[src/design/mbt_pkg.sv]
// mbt_pkg: token kinds, error codes and the per-result record of the byte tokenizer
// shared by the front, the back and the top level; no dependencies
package mbt_pkg;

  typedef enum logic [3:0] {
    TOK_EOF    = 4'd0,
    TOK_IDENT  = 4'd1,
    TOK_NUMBER = 4'd2,
    TOK_STRING = 4'd3,
    TOK_BOOL   = 4'd4,
    TOK_COMMA  = 4'd5,
    TOK_PIPE   = 4'd6,
    TOK_LBRACE = 4'd7,
    TOK_RBRACE = 4'd8,
    TOK_COLON  = 4'd9
  } tok_kind_e;

  typedef enum logic [2:0] {
    ERR_NONE       = 3'd0,
    ERR_UNEXPECTED = 3'd1,
    ERR_UNTERM_STR = 3'd2,
    ERR_BAD_NUMBER = 3'd3,
    ERR_BAD_REF    = 3'd4
  } err_code_e;

  // most result beats one input beat can cause
  localparam int unsigned MaxResults = 3;
  // bundles held between front and back
  localparam int unsigned QueueDepth = 4;

  typedef logic [1:0] rcnt_t;

  // one result without its position
  typedef struct packed {
    tok_kind_e kind;
    logic [7:0] text;
    logic       text_valid;
    logic       done;
    err_code_e  err;
  } rslt_t;

endpackage

[src/design/mbt_if.sv]
// mbt_in_if / mbt_out_if: valid-ready channels of the byte tokenizer
// no package dependency; the result channel is sized by the position width
interface mbt_in_if;
  logic       valid;
  logic       ready;
  logic [7:0] source_byte;
  logic       byte_valid;
  logic       end_of_source;

  modport source (output valid, source_byte, byte_valid, end_of_source, input ready);
  modport sink   (input valid, source_byte, byte_valid, end_of_source, output ready);
endinterface

interface mbt_out_if #(
  parameter int unsigned PW = 16
);
  logic          valid;
  logic          ready;
  logic [3:0]    token_kind;
  logic [7:0]    text_byte;
  logic          text_valid;
  logic          token_done;
  logic [PW-1:0] start_line;
  logic [PW-1:0] start_column;
  logic [2:0]    error_code;
  logic          last_of_item;

  modport source (output valid, token_kind, text_byte, text_valid, token_done, start_line,
                  start_column, error_code, last_of_item, input ready);
  modport sink   (input valid, token_kind, text_byte, text_valid, token_done, start_line,
                  start_column, error_code, last_of_item, output ready);
endinterface

[src/design/mbt_front.sv]
// mbt_front: lexer state machine, takes one source beat a cycle unless the queue is full, and builds its result bundle
// depends on mbt_pkg and mbt_in_if
module mbt_front #(
  parameter int unsigned PW = 16
) (
  input  logic clk_i,
  input  logic rst_ni,
  mbt_in_if.sink in_i,
  input  logic full_i,
  output logic push_o,
  output mbt_pkg::rcnt_t cnt_o,
  output mbt_pkg::rslt_t [mbt_pkg::MaxResults-1:0] meta_o,
  output logic [mbt_pkg::MaxResults-1:0][PW-1:0] line_o,
  output logic [mbt_pkg::MaxResults-1:0][PW-1:0] col_o
);

  typedef enum logic [3:0] {
    M_IDLE, M_SLASH, M_LCOM, M_BCOM, M_BSTAR, M_IDENT, M_RESAT, M_NUM, M_STR, M_ESC, M_ERR
  } mode_e;

  localparam logic [7:0] ChTab    = 8'h09;
  localparam logic [7:0] ChLf     = 8'h0A;
  localparam logic [7:0] ChCr     = 8'h0D;
  localparam logic [7:0] ChSpace  = 8'h20;
  localparam logic [7:0] ChQuote  = 8'h22;
  localparam logic [7:0] ChStar   = 8'h2A;
  localparam logic [7:0] ChComma  = 8'h2C;
  localparam logic [7:0] ChMinus  = 8'h2D;
  localparam logic [7:0] ChDot    = 8'h2E;
  localparam logic [7:0] ChSlash  = 8'h2F;
  localparam logic [7:0] ChColon  = 8'h3A;
  localparam logic [7:0] ChAt     = 8'h40;
  localparam logic [7:0] ChBslash = 8'h5C;
  localparam logic [7:0] ChUscore = 8'h5F;
  localparam logic [7:0] ChLowA   = 8'h61;
  localparam logic [7:0] ChLowE   = 8'h65;
  localparam logic [7:0] ChLowF   = 8'h66;
  localparam logic [7:0] ChLowL   = 8'h6C;
  localparam logic [7:0] ChLowN   = 8'h6E;
  localparam logic [7:0] ChLowR   = 8'h72;
  localparam logic [7:0] ChLowS   = 8'h73;
  localparam logic [7:0] ChLowT   = 8'h74;
  localparam logic [7:0] ChLowU   = 8'h75;
  localparam logic [7:0] ChLbrace = 8'h7B;
  localparam logic [7:0] ChPipe   = 8'h7C;
  localparam logic [7:0] ChRbrace = 8'h7D;

  // keyword prefix tracker codes
  localparam logic [3:0] BmNone  = 4'd0;
  localparam logic [3:0] BmT     = 4'd1;
  localparam logic [3:0] BmTr    = 4'd2;
  localparam logic [3:0] BmTru   = 4'd3;
  localparam logic [3:0] BmTrue  = 4'd4;
  localparam logic [3:0] BmF     = 4'd5;
  localparam logic [3:0] BmFa    = 4'd6;
  localparam logic [3:0] BmFal   = 4'd7;
  localparam logic [3:0] BmFals  = 4'd8;
  localparam logic [3:0] BmFalse = 4'd9;

  // number flag bits
  localparam logic [2:0] NfSign  = 3'b001;
  localparam logic [2:0] NfDig   = 3'b010;
  localparam logic [2:0] NfPoint = 3'b100;

  localparam logic [PW-1:0] PosOne = PW'(1);

  function automatic logic is_digit(input logic [7:0] ch);
    return ch inside {[8'h30:8'h39]};
  endfunction

  function automatic logic ident_start(input logic [7:0] ch);
    return (ch inside {[8'h61:8'h7A], [8'h41:8'h5A]}) || ch == ChUscore;
  endfunction

  function automatic logic ident_char(input logic [7:0] ch);
    return ident_start(ch) || is_digit(ch) || ch == ChDot;
  endfunction

  function automatic logic [3:0] bool_next(input logic [3:0] m, input logic [7:0] ch);
    logic [3:0] r;
    r = BmNone;
    case (m)
      BmT:    if (ch == ChLowR) r = BmTr;
      BmTr:   if (ch == ChLowU) r = BmTru;
      BmTru:  if (ch == ChLowE) r = BmTrue;
      BmF:    if (ch == ChLowA) r = BmFa;
      BmFa:   if (ch == ChLowL) r = BmFal;
      BmFal:  if (ch == ChLowS) r = BmFals;
      BmFals: if (ch == ChLowE) r = BmFalse;
      default: r = BmNone;
    endcase
    return r;
  endfunction

  function automatic mbt_pkg::tok_kind_e ident_kind(input logic [3:0] m);
    return (m == BmTrue || m == BmFalse) ? mbt_pkg::TOK_BOOL : mbt_pkg::TOK_IDENT;
  endfunction

  function automatic logic [PW-1:0] pos_inc(input logic [PW-1:0] v);
    return (&v) ? v : v + PosOne;
  endfunction

  function automatic mbt_pkg::rslt_t mk(input mbt_pkg::tok_kind_e kind, input logic [7:0] tb,
                                        input logic tv, input logic dn,
                                        input mbt_pkg::err_code_e err);
    mbt_pkg::rslt_t r;
    r.kind       = kind;
    r.text       = tb;
    r.text_valid = tv;
    r.done       = dn;
    r.err        = err;
    return r;
  endfunction

  mode_e              mode_q, mode_d;
  logic [PW-1:0]      cur_line_q, cur_line_d, cur_col_q, cur_col_d;
  logic [PW-1:0]      tok_line_q, tok_line_d, tok_col_q, tok_col_d;
  logic [2:0]         nflags_q, nflags_d;
  logic [3:0]         bm_q, bm_d;
  mbt_pkg::err_code_e err_q, err_d;

  logic [7:0]         c;
  logic               acc, take, start, eos_close;
  mbt_pkg::tok_kind_e eos_kind;
  logic               a_v, b_v, c_v, d_v;
  mbt_pkg::rslt_t     a_r, b_r, c_r, d_r;
  logic [PW-1:0]      bc_line, bc_col, e_line, e_col;
  mbt_pkg::rcnt_t     n;

  assign c          = in_i.source_byte;
  assign in_i.ready = !full_i;
  assign acc        = in_i.valid && !full_i;

  always_comb begin
    mode_d     = mode_q;
    cur_line_d = cur_line_q;
    cur_col_d  = cur_col_q;
    tok_line_d = tok_line_q;
    tok_col_d  = tok_col_q;
    nflags_d   = nflags_q;
    bm_d       = bm_q;
    err_d      = err_q;
    take       = in_i.byte_valid && mode_q != M_ERR;
    start      = 1'b0;
    eos_close  = 1'b0;
    eos_kind   = mbt_pkg::TOK_EOF;
    a_v = 1'b0; b_v = 1'b0; c_v = 1'b0; d_v = 1'b0;
    a_r = '0; b_r = '0; c_r = '0; d_r = '0;

    if (take) begin
      case (mode_q)
        M_IDLE: start = 1'b1;
        M_SLASH: begin
          if (c == ChSlash) begin
            mode_d = M_LCOM;
          end else if (c == ChStar) begin
            mode_d = M_BCOM;
          end else begin
            err_d  = mbt_pkg::ERR_UNEXPECTED;
            mode_d = M_ERR;
            b_v    = 1'b1;
            b_r    = mk(mbt_pkg::TOK_EOF, 8'h00, 1'b0, 1'b0, err_d);
          end
        end
        M_LCOM: if (c == ChLf) mode_d = M_IDLE;
        M_BCOM: if (c == ChStar) mode_d = M_BSTAR;
        M_BSTAR: begin
          if (c == ChSlash) mode_d = M_IDLE;
          else if (c != ChStar) mode_d = M_BCOM;
        end
        M_IDENT: begin
          if (ident_char(c)) begin
            bm_d = bool_next(bm_q, c);
            b_v  = 1'b1;
            b_r  = mk(mbt_pkg::TOK_IDENT, c, 1'b1, 1'b0, err_d);
          end else begin
            a_v   = 1'b1;
            a_r   = mk(ident_kind(bm_q), 8'h00, 1'b0, 1'b1, err_d);
            start = 1'b1;
          end
        end
        M_RESAT: begin
          if (ident_start(c)) begin
            bm_d   = BmNone;
            b_v    = 1'b1;
            b_r    = mk(mbt_pkg::TOK_IDENT, c, 1'b1, 1'b0, err_d);
            mode_d = M_IDENT;
          end else begin
            err_d  = mbt_pkg::ERR_BAD_REF;
            mode_d = M_ERR;
            b_v    = 1'b1;
            b_r    = mk(mbt_pkg::TOK_EOF, 8'h00, 1'b0, 1'b0, err_d);
          end
        end
        M_NUM: begin
          if (is_digit(c)) begin
            nflags_d = nflags_q | NfDig;
            b_v      = 1'b1;
            b_r      = mk(mbt_pkg::TOK_NUMBER, c, 1'b1, 1'b0, err_d);
          end else if (c == ChDot && (nflags_q & NfPoint) == 3'b000) begin
            nflags_d = nflags_q | NfPoint;
            b_v      = 1'b1;
            b_r      = mk(mbt_pkg::TOK_NUMBER, c, 1'b1, 1'b0, err_d);
          end else if ((nflags_q & NfDig) == 3'b000) begin
            err_d  = mbt_pkg::ERR_BAD_NUMBER;
            mode_d = M_ERR;
            b_v    = 1'b1;
            b_r    = mk(mbt_pkg::TOK_EOF, 8'h00, 1'b0, 1'b0, err_d);
          end else begin
            a_v   = 1'b1;
            a_r   = mk(mbt_pkg::TOK_NUMBER, 8'h00, 1'b0, 1'b1, err_d);
            start = 1'b1;
          end
        end
        M_STR: begin
          if (c == ChBslash) begin
            mode_d = M_ESC;
          end else if (c == ChQuote) begin
            b_v    = 1'b1;
            b_r    = mk(mbt_pkg::TOK_STRING, 8'h00, 1'b0, 1'b1, err_d);
            mode_d = M_IDLE;
          end else begin
            b_v = 1'b1;
            b_r = mk(mbt_pkg::TOK_STRING, c, 1'b1, 1'b0, err_d);
          end
        end
        M_ESC: begin
          b_v    = 1'b1;
          b_r    = mk(mbt_pkg::TOK_STRING, c, 1'b1, 1'b0, err_d);
          mode_d = M_STR;
          if (c == ChLowN) b_r.text = ChLf;
          else if (c == ChLowR) b_r.text = ChCr;
          else if (c == ChLowT) b_r.text = ChTab;
        end
        default: ;
      endcase

      // a new token begins here, possibly right after closing the previous one
      if (start) begin
        tok_line_d = cur_line_q;
        tok_col_d  = cur_col_q;
        mode_d     = M_IDLE;
        case (c)
          ChSpace, ChTab, ChCr, ChLf: ;
          ChSlash:  mode_d = M_SLASH;
          ChComma:  begin b_v = 1'b1; b_r = mk(mbt_pkg::TOK_COMMA, 8'h00, 1'b0, 1'b1, err_d); end
          ChPipe:   begin b_v = 1'b1; b_r = mk(mbt_pkg::TOK_PIPE, 8'h00, 1'b0, 1'b1, err_d); end
          ChLbrace: begin b_v = 1'b1; b_r = mk(mbt_pkg::TOK_LBRACE, 8'h00, 1'b0, 1'b1, err_d); end
          ChRbrace: begin b_v = 1'b1; b_r = mk(mbt_pkg::TOK_RBRACE, 8'h00, 1'b0, 1'b1, err_d); end
          ChColon:  begin b_v = 1'b1; b_r = mk(mbt_pkg::TOK_COLON, 8'h00, 1'b0, 1'b1, err_d); end
          ChAt: begin
            b_v    = 1'b1;
            b_r    = mk(mbt_pkg::TOK_IDENT, c, 1'b1, 1'b0, err_d);
            mode_d = M_RESAT;
          end
          ChQuote: mode_d = M_STR;
          default: begin
            if (is_digit(c) || c == ChMinus || c == ChDot) begin
              nflags_d = is_digit(c) ? NfDig : ((c == ChMinus) ? NfSign : NfPoint);
              b_v      = 1'b1;
              b_r      = mk(mbt_pkg::TOK_NUMBER, c, 1'b1, 1'b0, err_d);
              mode_d   = M_NUM;
            end else if (ident_start(c)) begin
              bm_d   = (c == ChLowT) ? BmT : ((c == ChLowF) ? BmF : BmNone);
              b_v    = 1'b1;
              b_r    = mk(mbt_pkg::TOK_IDENT, c, 1'b1, 1'b0, err_d);
              mode_d = M_IDENT;
            end else begin
              err_d  = mbt_pkg::ERR_UNEXPECTED;
              mode_d = M_ERR;
              b_v    = 1'b1;
              b_r    = mk(mbt_pkg::TOK_EOF, 8'h00, 1'b0, 1'b0, err_d);
            end
          end
        endcase
      end

      if (c == ChLf) begin
        cur_line_d = pos_inc(cur_line_q);
        cur_col_d  = PosOne;
      end else begin
        cur_col_d = pos_inc(cur_col_q);
      end
    end

    bc_line = tok_line_d;
    bc_col  = tok_col_d;
    e_line  = cur_line_d;
    e_col   = cur_col_d;

    if (in_i.end_of_source) begin
      case (mode_d)
        M_SLASH: err_d = mbt_pkg::ERR_UNEXPECTED;
        M_IDENT: begin eos_close = 1'b1; eos_kind = ident_kind(bm_d); end
        M_NUM: begin
          if ((nflags_d & NfDig) != 3'b000) begin
            eos_close = 1'b1;
            eos_kind  = mbt_pkg::TOK_NUMBER;
          end else begin
            err_d = mbt_pkg::ERR_BAD_NUMBER;
          end
        end
        M_RESAT: err_d = mbt_pkg::ERR_BAD_REF;
        M_STR, M_ESC: err_d = mbt_pkg::ERR_UNTERM_STR;
        default: ;
      endcase
      // a token whose last text beat came from this item closes on that beat
      if (eos_close) begin
        if (b_v && b_r.text_valid && !b_r.done) begin
          b_r.kind = eos_kind;
          b_r.done = 1'b1;
        end else begin
          c_v = 1'b1;
          c_r = mk(eos_kind, 8'h00, 1'b0, 1'b1, err_d);
        end
      end
      d_v = 1'b1;
      d_r = mk(mbt_pkg::TOK_EOF, 8'h00, 1'b0, 1'b1, err_d);
      mode_d     = M_IDLE;
      cur_line_d = PosOne;
      cur_col_d  = PosOne;
      tok_line_d = PosOne;
      tok_col_d  = PosOne;
      nflags_d   = 3'b000;
      bm_d       = BmNone;
      err_d      = mbt_pkg::ERR_NONE;
    end
  end

  // pack the surviving results in order
  always_comb begin
    n      = '0;
    meta_o = '0;
    line_o = '0;
    col_o  = '0;
    if (a_v) begin
      meta_o[n] = a_r; line_o[n] = tok_line_q; col_o[n] = tok_col_q;
      n = n + 2'd1;
    end
    if (b_v) begin
      meta_o[n] = b_r; line_o[n] = bc_line; col_o[n] = bc_col;
      n = n + 2'd1;
    end
    if (c_v) begin
      meta_o[n] = c_r; line_o[n] = bc_line; col_o[n] = bc_col;
      n = n + 2'd1;
    end
    if (d_v) begin
      meta_o[n] = d_r; line_o[n] = e_line; col_o[n] = e_col;
      n = n + 2'd1;
    end
  end

  assign cnt_o  = n;
  assign push_o = acc && n != '0;

  always_ff @(posedge clk_i or negedge rst_ni) begin
    if (!rst_ni) begin
      mode_q     <= M_IDLE;
      cur_line_q <= PosOne;
      cur_col_q  <= PosOne;
      tok_line_q <= PosOne;
      tok_col_q  <= PosOne;
      nflags_q   <= 3'b000;
      bm_q       <= BmNone;
      err_q      <= mbt_pkg::ERR_NONE;
    end else if (acc) begin
      mode_q     <= mode_d;
      cur_line_q <= cur_line_d;
      cur_col_q  <= cur_col_d;
      tok_line_q <= tok_line_d;
      tok_col_q  <= tok_col_d;
      nflags_q   <= nflags_d;
      bm_q       <= bm_d;
      err_q      <= err_d;
    end
  end

  // end of source puts the lexer back to its reset state
  assert property (@(posedge clk_i) disable iff (!rst_ni)
    acc && in_i.end_of_source |=> mode_q == M_IDLE && err_q == mbt_pkg::ERR_NONE &&
                                   cur_line_q == PosOne && cur_col_q == PosOne)
    else $error("lexer state not cleared after end of source");

  // a sticky error only lives in error mode
  assert property (@(posedge clk_i) disable iff (!rst_ni)
    err_q != mbt_pkg::ERR_NONE |-> mode_q == M_ERR)
    else $error("sticky error outside error mode");

  // error mode is silent until end of source
  assert property (@(posedge clk_i) disable iff (!rst_ni)
    mode_q == M_ERR && acc && !in_i.end_of_source |-> !push_o)
    else $error("result produced in error mode");

endmodule

[src/design/mbt_queue.sv]
// mbt_queue: small register queue of result bundles between front and back
// no package dependency; width and depth come from the top level
module mbt_queue #(
  parameter int unsigned W     = 8,
  parameter int unsigned Depth = 4
) (
  input  logic         clk_i,
  input  logic         rst_ni,
  input  logic         push_i,
  input  logic [W-1:0] wdata_i,
  input  logic         pop_i,
  output logic         full_o,
  output logic         nempty_o,
  output logic [W-1:0] rdata_o
);

  localparam int unsigned PtrW = (Depth > 1) ? $clog2(Depth) : 1;
  localparam int unsigned CntW = $clog2(Depth + 1);
  localparam logic [PtrW-1:0] PtrLast = PtrW'(Depth - 1);
  localparam logic [CntW-1:0] CntFull = CntW'(Depth);

  logic [W-1:0]    mem_q [Depth];
  logic [PtrW-1:0] wptr_q, rptr_q;
  logic [CntW-1:0] count_q;

  assign full_o   = count_q == CntFull;
  assign nempty_o = count_q != '0;
  assign rdata_o  = mem_q[rptr_q];

  always_ff @(posedge clk_i) begin
    if (push_i) mem_q[wptr_q] <= wdata_i;
  end

  always_ff @(posedge clk_i or negedge rst_ni) begin
    if (!rst_ni) begin
      wptr_q  <= '0;
      rptr_q  <= '0;
      count_q <= '0;
    end else begin
      if (push_i) wptr_q <= (wptr_q == PtrLast) ? '0 : wptr_q + PtrW'(1);
      if (pop_i) rptr_q <= (rptr_q == PtrLast) ? '0 : rptr_q + PtrW'(1);
      if (push_i && !pop_i) count_q <= count_q + CntW'(1);
      else if (pop_i && !push_i) count_q <= count_q - CntW'(1);
    end
  end

  assert property (@(posedge clk_i) disable iff (!rst_ni) count_q <= CntFull)
    else $error("queue count beyond depth");

  assert property (@(posedge clk_i) disable iff (!rst_ni) push_i |-> !full_o)
    else $error("push into full queue");

  assert property (@(posedge clk_i) disable iff (!rst_ni) pop_i |-> nempty_o)
    else $error("pop from empty queue");

endmodule

[src/design/mbt_back.sv]
// mbt_back: walks the head bundle one result a cycle into the output register unless out_o stalls
// depends on mbt_pkg and mbt_out_if
module mbt_back #(
  parameter int unsigned PW = 16
) (
  input  logic clk_i,
  input  logic rst_ni,
  input  logic nempty_i,
  input  mbt_pkg::rcnt_t cnt_i,
  input  mbt_pkg::rslt_t [mbt_pkg::MaxResults-1:0] meta_i,
  input  logic [mbt_pkg::MaxResults-1:0][PW-1:0] line_i,
  input  logic [mbt_pkg::MaxResults-1:0][PW-1:0] col_i,
  output logic pop_o,
  mbt_out_if.source out_o
);

  mbt_pkg::rcnt_t idx_q;
  logic           ovalid_q;
  mbt_pkg::rslt_t meta_q;
  logic [PW-1:0]  line_q, col_q;
  logic           last_q;
  logic           load, last;

  assign load  = nempty_i && (!ovalid_q || out_o.ready);
  assign last  = idx_q == mbt_pkg::rcnt_t'(cnt_i - 2'd1);
  assign pop_o = load && last;

  always_ff @(posedge clk_i or negedge rst_ni) begin
    if (!rst_ni) begin
      idx_q    <= '0;
      ovalid_q <= 1'b0;
    end else if (load) begin
      ovalid_q <= 1'b1;
      idx_q    <= last ? '0 : idx_q + 2'd1;
    end else if (out_o.ready) begin
      ovalid_q <= 1'b0;
    end
  end

  always_ff @(posedge clk_i) begin
    if (load) begin
      meta_q <= meta_i[idx_q];
      line_q <= line_i[idx_q];
      col_q  <= col_i[idx_q];
      last_q <= last;
    end
  end

  assign out_o.valid        = ovalid_q;
  assign out_o.token_kind   = meta_q.kind;
  assign out_o.text_byte    = meta_q.text;
  assign out_o.text_valid   = meta_q.text_valid;
  assign out_o.token_done   = meta_q.done;
  assign out_o.start_line   = line_q;
  assign out_o.start_column = col_q;
  assign out_o.error_code   = meta_q.err;
  assign out_o.last_of_item = last_q;

endmodule

[src/design/markup_byte_tokenizer.sv]
// markup_byte_tokenizer: top level, front lexer, bundle queue and result serializer
// depends on mbt_pkg, mbt_if, mbt_front, mbt_queue and mbt_back
//
//   port   dir  beat                                    rate
//   in_i   in   one source byte and end flag            up to one a cycle
//   out_o  out  one token text byte or closing result   one a cycle when ready
//
// each input beat gives zero to three result beats
// the results of a beat pass through the bundle queue and then the output register
// out_o sends one result a cycle while ready, so items with several results set the pace
// a four-bundle queue lets the lexer keep taking bytes while the output is stalled
// reset is asynchronous and clears the lexer state, queue pointers and count and output valid
module markup_byte_tokenizer #(
  parameter int unsigned POSITION_WIDTH = 16
) (
  input  logic clk_i,
  input  logic rst_ni,
  mbt_in_if.sink    in_i,
  mbt_out_if.source out_o
);

  localparam int unsigned PW     = POSITION_WIDTH;
  localparam int unsigned NR     = mbt_pkg::MaxResults;
  localparam int unsigned MetaW  = NR * $bits(mbt_pkg::rslt_t);
  localparam int unsigned CntW   = $bits(mbt_pkg::rcnt_t);
  localparam int unsigned PosW   = NR * PW;
  localparam int unsigned BundleW = MetaW + CntW + 2 * PosW;

  logic                         push, pop, full, nempty;
  mbt_pkg::rcnt_t               f_cnt, b_cnt;
  mbt_pkg::rslt_t [NR-1:0]      f_meta, b_meta;
  logic [NR-1:0][PW-1:0]        f_line, f_col, b_line, b_col;
  logic [BundleW-1:0]           wdata, rdata;

  mbt_front #(.PW(PW)) u_front (
    .clk_i  (clk_i),
    .rst_ni (rst_ni),
    .in_i   (in_i),
    .full_i (full),
    .push_o (push),
    .cnt_o  (f_cnt),
    .meta_o (f_meta),
    .line_o (f_line),
    .col_o  (f_col)
  );

  assign wdata = {f_meta, f_cnt, f_line, f_col};

  mbt_queue #(.W(BundleW), .Depth(mbt_pkg::QueueDepth)) u_queue (
    .clk_i    (clk_i),
    .rst_ni   (rst_ni),
    .push_i   (push),
    .wdata_i  (wdata),
    .pop_i    (pop),
    .full_o   (full),
    .nempty_o (nempty),
    .rdata_o  (rdata)
  );

  assign {b_meta, b_cnt, b_line, b_col} = rdata;

  mbt_back #(.PW(PW)) u_back (
    .clk_i    (clk_i),
    .rst_ni   (rst_ni),
    .nempty_i (nempty),
    .cnt_i    (b_cnt),
    .meta_i   (b_meta),
    .line_i   (b_line),
    .col_i    (b_col),
    .pop_o    (pop),
    .out_o    (out_o)
  );

endmodule

[src/flat_wrapper.sv]
// flat-port wrapper written by rule: the top's interface ports become plain ports
module markup_byte_tokenizer_flat 
#(
  parameter int unsigned POSITION_WIDTH = 16
)
  (clk_i, rst_ni, in_i_valid, in_i_source_byte, in_i_byte_valid, in_i_end_of_source, in_i_ready, out_o_valid, out_o_token_kind, out_o_text_byte, out_o_text_valid, out_o_token_done, out_o_start_line, out_o_start_column, out_o_error_code, out_o_last_of_item, out_o_ready);
  mbt_in_if in_i_i ();
  mbt_out_if #(.PW((16))) out_o_i ();
  input  logic clk_i;
  input  logic rst_ni;
  input wire logic [$bits(in_i_i.valid)-1:0] in_i_valid;
  input wire logic [$bits(in_i_i.source_byte)-1:0] in_i_source_byte;
  input wire logic [$bits(in_i_i.byte_valid)-1:0] in_i_byte_valid;
  input wire logic [$bits(in_i_i.end_of_source)-1:0] in_i_end_of_source;
  output wire logic [$bits(in_i_i.ready)-1:0] in_i_ready;
  output wire logic [$bits(out_o_i.valid)-1:0] out_o_valid;
  output wire logic [$bits(out_o_i.token_kind)-1:0] out_o_token_kind;
  output wire logic [$bits(out_o_i.text_byte)-1:0] out_o_text_byte;
  output wire logic [$bits(out_o_i.text_valid)-1:0] out_o_text_valid;
  output wire logic [$bits(out_o_i.token_done)-1:0] out_o_token_done;
  output wire logic [$bits(out_o_i.start_line)-1:0] out_o_start_line;
  output wire logic [$bits(out_o_i.start_column)-1:0] out_o_start_column;
  output wire logic [$bits(out_o_i.error_code)-1:0] out_o_error_code;
  output wire logic [$bits(out_o_i.last_of_item)-1:0] out_o_last_of_item;
  input wire logic [$bits(out_o_i.ready)-1:0] out_o_ready;
  assign in_i_i.valid = in_i_valid;
  assign in_i_i.source_byte = in_i_source_byte;
  assign in_i_i.byte_valid = in_i_byte_valid;
  assign in_i_i.end_of_source = in_i_end_of_source;
  assign in_i_ready = in_i_i.ready;
  assign out_o_valid = out_o_i.valid;
  assign out_o_token_kind = out_o_i.token_kind;
  assign out_o_text_byte = out_o_i.text_byte;
  assign out_o_text_valid = out_o_i.text_valid;
  assign out_o_token_done = out_o_i.token_done;
  assign out_o_start_line = out_o_i.start_line;
  assign out_o_start_column = out_o_i.start_column;
  assign out_o_error_code = out_o_i.error_code;
  assign out_o_last_of_item = out_o_i.last_of_item;
  assign out_o_i.ready = out_o_ready;
  markup_byte_tokenizer #(.POSITION_WIDTH(POSITION_WIDTH)) u_core (.clk_i(clk_i), .rst_ni(rst_ni), .in_i(in_i_i), .out_o(out_o_i));
endmodule
[config.mk]
export PLATFORM = sky130hd
export DESIGN_NAME = markup_byte_tokenizer_flat
export DESIGN_NICKNAME = d
export VERILOG_FILES = /design/src/design/mbt_pkg.sv /design/src/design/mbt_if.sv /design/src/design/mbt_front.sv /design/src/design/mbt_queue.sv /design/src/design/mbt_back.sv /design/src/design/markup_byte_tokenizer.sv /design/src/flat_wrapper.sv
export SDC_FILE = /design/constraint.sdc
export NUM_CORES = 1
export LEC_CHECK = 0
export BUFFER_PORTS_ARGS = -buffer_cell sky130_fd_sc_hd__buf_2
export CAP_MARGIN = 20
export CORE_ASPECT_RATIO = 1.2
export CORE_UTILIZATION = 35
export CTS_CLUSTER_DIAMETER = 150
export CTS_CLUSTER_SIZE = 28
export DETAILED_ROUTE_END_ITERATION = 8
export PLACE_DENSITY_LB_ADDON = 0.25
export SYNTH_ARGS = -nofsm -noshare
export SYNTH_HDL_FRONTEND = slang
export SYNTH_SLANG_ARGS = --single-unit
[constraint.sdc]
create_clock -name clk_i -period 7.2 [get_ports clk_i]
set_clock_uncertainty 0.15 [all_clocks]
set_input_delay 0.72 -clock clk_i [delete_from_list [all_inputs] [get_ports clk_i]]
set_output_delay 0.72 -clock clk_i [all_outputs]
set_load 0.01 [all_outputs]
; ---- Word-level counts from Yosys, hierarchy flattened
; Memories as Yosys holds them, arrays and structs flattened.
; Cells that the tools add are included.
[totals]
inputBits = 14
ramBits = 596
latchBits = 0
rom_bits = 0
elab_cells = 343
regBits = 138
mem_count = 1
[memory_table]
columns = memory, depth, width, read_ports, rd_clocked_by_memory_dff, write_ports, line
row1 = u_core.u_queue.mem_q, 4, 149, 1, 0, 1, mbt_queue.sv:22  ; logic [W-1:0] mem_q [Depth];
[classes]
n_bitwise = 0
eq_ne = 58
mul = 0
magnitude_cmp = 13
n_div = 0
n_addsub = 11
n_mux = 192
reduce_logical = 46
shifts = 0
[op_table]
columns = op, count
row1 = 2-to-1 mux 16 bit, 23
row2 = bitwise mux 48 bit, 6
row3 = 2-to-1 mux 48 bit, 6
row4 = 2-to-1 mux 17 bit, 10
row5 = bitwise mux 51 bit, 3
row6 = 2-to-1 mux 51 bit, 3
row7 = == test 8 x 7 -> 1 bit (second input constant), 15
row8 = 2-to-1 mux 4 bit, 30
row9 = one-hot mux 17 bit (7 select lines), 1
row10 = 2-to-1 mux 15 bit, 7
row11 = demux 17 bit (select 2 bit), 3
row12 = demux 16 bit (select 2 bit), 3
row13 = 2-to-1 mux 3 bit, 32
row14 = one-hot mux 15 bit (6 select lines), 1
row15 = binary-select mux 16 bit (select 2 bit), 2
row16 = == test 8 x 6 -> 1 bit (second input constant), 8
row17 = == test 4 x 3 -> 1 bit (second input constant), 12
row18 = 2-to-1 mux 14 bit, 3
row19 = binary-select mux 17 bit (select 2 bit), 1
row20 = adder 16 x 1 -> 16 bit (second input constant), 2
row21 = 2-to-1 mux 1 bit, 32
row22 = one-hot mux 16 bit (2 select lines), 1
row23 = one-hot mux 4 bit (8 select lines), 1
row24 = AND reduction 16 bit, 2
row25 = 43 further kinds, 113

; ---- Longest topological paths before layout
[logic_depth]
depth_word = 26
mapped_depth = 23
depth_no_buf = 19

; ---- By module
; A second synthesis with hierarchy kept.
[unflattened]
cells_unflattened = 2146
hier_area_um2 = 32617.5
[by_module_without_submodules]
columns = mod, cells_per_inst, n_inst, seq_area_each_um2, area_each_um2
row1 = mbt_queue, 816, 1, 18072.3, 21894.7
row2 = mbt_front, 1093, 1, 1931.9, 8007.7
row3 = mbt_back, 237, 1, 1576.5, 2715.1

; ---- Least setup slack after synthesis
; Ideal clock, no wire load.
[synth_path]
kind = input to register
startpoint = input port in_i_source_byte[6]
endpoint = memory u_core.u_queue.mem_q[0][0] in the netlist's numbering, enable pin
cell_stages = 15
setup_slack_ns = -1.006
arrival_time_ns = 7.541
required_time_ns = 6.535
n_path_buf = 2
cell_sequence = buf_6 > or4b_1 > buf_2 > or4_4 > and2_1 > o21ai_1 > clkinv_1 > ha_1 > inv_1 > xnor2_1 > ha_1 > nand3_1 > o211ai_1 > a31oi_4 > and2_1
[synth_via]
elab_chain_len = 23
[synth_rtl]
columns = item, line
row1 = start: declaration, flat_wrapper.sv:12  ; input wire logic [$bits(in_i_i.source_byte)-1:0] in_i_source_byte;
row2 = greater-or-equal comparator 8 x 7 -> 1 bit or less-or-equal comparator 8 x 7 -> 1 bit (tied branches), mbt_front.sv:72  ; return (ch inside {[8'h61:8'h7A], [8'h41:8'h5A]}) || ch == ChUscore;
row3 = logical AND 1 bit, mbt_front.sv:72
row4 = nonzero test 2 bit, mbt_front.sv:72
row5 = logical OR 1 bit, mbt_front.sv:72
row6 = logical OR 1 bit (2 in a row), mbt_front.sv:76  ; return ident_start(ch) || is_digit(ch) || ch == ChDot;
row7 = 2-to-1 mux 1 bit or 2-to-1 mux 14 bit (tied branches), mbt_front.sv:172  ; if (ident_char(c)) begin
row8 = one-hot mux 1 bit (3 select lines) (tied with other cells), mbt_front.sv:151  ; case (mode_q)
row9 = 2-to-1 mux 1 bit (tied with other cells), mbt_front.sv:150  ; if (take) begin
row10 = [... 7 more ...], -
row11 = 2-to-1 mux 2 bit *, mbt_front.sv:344  ; if (c_v) begin
row12 = adder 2 x 1 -> 2 bit, mbt_front.sv:350  ; n = n + 2'd1;
row13 = 2-to-1 mux 2 bit *, mbt_front.sv:348  ; if (d_v) begin
row14 = nonzero test 2 bit *, mbt_front.sv:355  ; assign push_o = acc && n != '0;
row15 = logical AND 1 bit *, mbt_front.sv:355
row16 = named net u_core.push, markup_byte_tokenizer.sv:29  ; logic push, pop, full, nempty;
row17 = 2-to-1 mux 1 bit *, mbt_queue.sv:31  ; if (push_i) mem_q[wptr_q] <= wdata_i;
row18 = 2-to-1 mux 1 bit (not written as such) *, mbt_queue.sv:31
row19 = end: declaration, mbt_queue.sv:22
; The timed path passes the listed nets; every way through them passes the cells marked *. The select of a mux whose other input is x is not followed.

; ---- Final worst setup path
[layout_path]
startpoint = register u_core.u_front.mode_q[1]
endpoint = register u_core.u_queue.count_q[2]
[layout_via]
elab_chain_len = 19
[layout_rtl]
columns = item, line
row1 = start: declaration, mbt_front.sv:115  ; mode_e mode_q, mode_d;
row2 = start signal: assignment, mbt_front.sv:368  ; mode_q <= mode_d;
row3 = 2-to-1 mux 4 bit (tied with other cells), mbt_front.sv:204  ; end else if ((nflags_q & NfDig) == 3'b000) begin
row4 = 2-to-1 mux 4 bit (tied with other cells), mbt_front.sv:200  ; end else if (c == ChDot && (nflags_q & NfPoint) == 3'b000) begin
row5 = 2-to-1 mux 4 bit (tied with other cells), mbt_front.sv:196  ; if (is_digit(c)) begin
row6 = one-hot mux 4 bit (8 select lines) (tied with other cells), mbt_front.sv:151
row7 = 2-to-1 mux 4 bit (tied with other cells), mbt_front.sv:239  ; if (start) begin
row8 = 2-to-1 mux 4 bit (tied with other cells), mbt_front.sv:150
row9 = == test 4 x 3 -> 1 bit (tied with other cells), mbt_front.sv:292  ; case (mode_d)
row10 = one-hot mux 1 bit (2 select lines) or logical AND 1 bit (tied branches), "mbt_front.sv:292, mbt_front.sv:309"
row11 = [... 4 more ...], -
row12 = adder 2 x 1 -> 2 bit, mbt_front.sv:350
row13 = 2-to-1 mux 2 bit *, mbt_front.sv:348
row14 = nonzero test 2 bit *, mbt_front.sv:355
row15 = logical AND 1 bit *, mbt_front.sv:355
row16 = named net u_core.push, markup_byte_tokenizer.sv:29
row17 = zero test 1 bit, mbt_queue.sv:43  ; else if (pop_i && !push_i) count_q <= count_q - CntW'(1);
row18 = logical AND 1 bit, mbt_queue.sv:43
row19 = nonzero test 2 bit (no source line), -
row20 = end signal: assignment, mbt_queue.sv:42  ; if (push_i && !pop_i) count_q <= count_q + CntW'(1);
row21 = end signal: assignment, mbt_queue.sv:43
row22 = end: declaration, mbt_queue.sv:24  ; logic [CntW-1:0] count_q;
; Marked as above.
; A chain may end at the register's enable or synchronous reset.

==> results.json <==
{
  "delay_of_the_slowest_cell_on_the_worst_path_ns": 0.78,
  "clock_path_buffers": 3,
  "yosys_most_used_dff": "edfxtp_1",
  "insertion_delay_ns": 0.64,
  "p_leak_nw": 10.95,
  "routed_via_density": 5.627,
  "dr_total_vias": 18058,
  "netlist-cell-type-count": 93,
  "antenna_violations_before_repair": 1,
  "gp_routability_congestion": 0.8376,
  "rows": 118,
  "cp_max_fo": 16,
  "hold_violations": 0,
  "num_antenna_cells": 0,
  "placedCellCount": 3155,
  "area_of_the_placeable_core_um2": 86520,
  "vdd_drop_max_mv": 0.2312,
  "crit_buf_inv": 3,
  "critical_path_class": "reg -> reg",
  "first_global_vias": 18559,
  "slew_viol_final": 0,
  "cts.repair.resized": 0,
  "post_dp_hpwl_um": 51050,
  "wl_per_cell_um": 25.35,
  "worst_hold_path_type": "in -> reg",
  "stdcell_count": 3209,
  "combinational_family_with_the_most_area_after_synthesis": "multiplexers",
  "htree_levels": 1,
  "synth_fa_ha_area_share_pct": 0.6767,
  "floorplan.initialDensity_pct": 35.48,
  "drive_gt1_share_pct": 17.74,
  "die_w_um": 272.3,
  "grt_first_pass_wirelength_um": 122300,
  "design.final.nets": 2077,
  "floorplan.io_pins": 66,
  "mostFrequentLayoutCells": "edfxtp_1 (606), nand2_1 (220), o21ai_0 (150)",
  "layout_commonest_cell": "edfxtp_1",
  "cts_tree": "yes",
  "synth-seq-area-share_pct": 66.40,
  "synth_enable_flop_cells": 606,
  "finalWorstPathRequiredPeriod_ns": 5.989,
  "timing.critical_path.slowest_stage_cell": "dfrtp_1",
  "cts-root-buf": "clkbuf_16",
  "tightestPinTransition_ns": 1.098,
  "totalNegativeSetupSlack_ns": 0,
  "synth-compound-area-share_pct": 8.781,
  "simple_gate_share_of_the_synthesized_area_pct": 7.970,
  "synth_xor_xnor_area_share_pct": 0.8846,
  "crit_path_end_kind": "register",
  "grtUsageTotal_pct": 18.20,
  "flow.area_growth_from_synthesis_pct": 8.785,
  "power_density_nw_per_um2": 363.9,
  "cp_cell_sequence": "nand4b_1 > buf_4 > a211oi_1 > a22oi_4 > o21a_1 > nor4_1 > o41ai_2 > nor4b_4 > buf_4 > a21o_1 > ha_1 > nand3_1 > o211ai_1 > a31oi_4 > ha_1 > inv_1 > fa_1 > xor2_1 > nor2_1 > xor2_1",
  "cts-buffers-inserted": 28,
  "drt.antenna.violating_nets": 0,
  "timing.max_cap.violations": 0,
  "timing.critical_path.from_type": "register",
  "synth_cells": 2021,
  "fp.dieArea_um2": 88890,
  "grt_start_max_net_pins": 71,
  "status": "complete, no violations",
  "top_delay_family_on_crit_path": "compound AO/OA/AOI/OAI gates",
  "rrSetupSlack_ns": 1.21,
  "yosys_warnings": 0,
  "timing.fmax_mhz": 167.0,
  "worst-endpoint-arrival_ns": 6.39,
  "clkSlewWorstSetupHoldPaths_ns": 0.11,
  "final-setup-viol-count": 0,
  "number_of_register_bits_inferred_by_synthesis": 693,
  "layout_worst_path_cycle_share_pct": 83.18,
  "slew-limit-headroom_pct": 25.99,
  "post_synthesis_instance_area_um2": 30690,
  "chipHeight_um": 326.4,
  "syn-mean-instance-area_um2": 15.19,
  "globalRoute.totalOverflow": 0,
  "wirelength_routed_um": 81340,
  "drtPass1Iterations": 5,
  "worstPathRequired_ns": 7.60,
  "grt_setup_unrepaired": "false",
  "synth_mux_area_share_pct": 13.23,
  "portBuffers": 65,
  "remaining_drc_errors": 0,
  "tritoncts_num_sinks": 693,
  "asyncSetResetFlopFracSynth_pct": 12.55,
  "detail_route.iter0.violations": 1317
}
==> logic make-up after synthesis <==
| logic type | Yosys count |
|---|---|
| xor+xnor | 31 |
| other cells | 1 |
| flops | 693 |
| mux | 231 |
| fa+ha+maj | 16 |
| simple gates | 500 |
| compound gates | 399 |
| buf+inv | 150 |
==> Yosys cell counts (5+ instances only) <==
master    instances  area share (%)
xnor2_1          20            0.57
o31ai_1           6            0.15
xor2_1           11            0.31
nand3_1          27            0.44
o22ai_1          55             1.1
and3_1           22            0.45
mux4_2          139              10
a22oi_1           8            0.20
clkbuf_1         91             1.1
a31oi_1          12            0.24
or2_2             6            0.12
edfxtp_1        606              59
and4_1            5            0.14
nor2b_1          10            0.20
nor3_2            5            0.16
o22ai_2          17            0.69
or3_1             5            0.10
nand4_1          16            0.33
nand2_1         224             2.7
mux2i_1          84             2.7
o21ai_0         150             2.4
a21o_1            8            0.20
nor3_1           23            0.38
o221ai_1         30            0.86
buf_1            22            0.27
mux2_2            8            0.29
nand2b_1          8            0.16
nor4_1            8            0.16
nor2_1           84             1.0
inv_1            18            0.22
a21oi_1          37            0.60
o21a_1            6            0.15
ha_1             15            0.61
a211oi_1          5            0.12
and2_1           24            0.49
o211ai_1         10            0.24
dfrtp_1          83             6.8
buf_2            10            0.16
buf_6             6            0.22
==> per-layer routing <==
metal  vias up  track usage [%]  part of all wire [%]
met5         -                0                     0
met4         0            3.652                   1.7
met3        78            1.485                   4.2
met2       468            30.97                    50
met1      9508            25.52                    45
li1       8004                -                     -
==> flip-flops by register name, summed over array words and instances (netlist names), 3 cells and up <==
register                          flops
u_core.u_queue.mem_q                556
u_core.u_front.tok_line_q            16
u_core.u_front.cur_col_q             16
u_core.u_front.bm_q                   4
u_core.u_queue.count_q                3
u_core.u_back.out_o.start_column     16
u_core.u_back.out_o.token_kind        4
u_core.u_back.out_o.start_line       16
u_core.u_front.mode_q                 4
u_core.u_front.cur_line_q            16
u_core.u_back.out_o.text_byte         8
u_core.u_front.err_q                  3
u_core.u_front.tok_col_q             16
u_core.u_back.out_o.error_code        3
==> final timing paths <==
check / end / from / depth (start not counted)
setup reg to reg: u_core.u_queue.count_q[2] / u_core.u_front.mode_q[1] / 20
min in group asynchronous: u_core.u_queue.count_q[0] / rst_ni / 2
setup / recovery: u_core.u_queue.count_q[2] / u_core.u_front.mode_q[1] / 20
hold reg to reg: u_core.u_queue.count_q[2] / u_core.u_queue.count_q[2] / 1
max in group asynchronous: u_core.u_queue.rptr_q[0] / rst_ni / 3
hold / removal: u_core.u_back.out_o.valid / out_o_ready / 2
==> area by class of cell <==
cell class / instances / area [um^2]
Fill cell: 8145 / 53130
Sequential cell: 693 / 20390
Multi-Input combinational cell: 1181 / 9743
Tap cell: 1140 / 1426
Timing Repair Buffer: 124 / 950.9
Clock buffer: 49 / 779.5
Inverter: 19 / 71.32
Clock inverter: 3 / 26.28
==> stage by stage <==
step                total power (W)  utilization, %  hold WS, ns  setup slack [ns]  instance area, um^2
global placement            0.01032           37.61       0.3347            0.7231                32540
finish                      0.01215           38.59       0.1362             1.211                33390
floorplan                  0.008667               -       0.2744            0.5432                30710
detailed placement          0.01037           37.62       0.3344            0.6775                32550
CTS                         0.01231           38.56      0.09706             1.195                33360
global route                0.01277           38.59       0.1128            0.7841                33390
==> worst register-to-register path: stages (launching register included) <==
cell      delay (ns)
dfrtp_1         0.78
nand4b_1        0.17
buf_4           0.20
a211oi_1        0.43
a22oi_4         0.18
o21a_1          0.31
nor4_1          0.60
o41ai_2         0.22
nor4b_4         0.38
buf_4           0.26
a21o_1          0.17
ha_1            0.29
nand3_1         0.11
o211ai_1        0.12
a31oi_4         0.32
ha_1            0.26
inv_1           0.08
fa_1            0.43
xor2_1          0.18
nor2_1          0.14
xor2_1          0.16
==> repair_timing <==
item	in CTS	in global routing
endpoints found under the hold margin	18	0
buffers inserted	0	0
endpoints found under the setup margin	0	0
hold buffers	1	0
==> power by group <==
| group | internal [W] | total, W | switching, W |
|---|---|---|---|
| logic | 0.00169 | 0.00449 | 0.00280 |
| registers | 0.00533 | 0.00570 | 0.000370 |
| clock network | 0.000751 | 0.00195 | 0.00120 |
No activity file was read; power rests on OpenSTA's default activity.
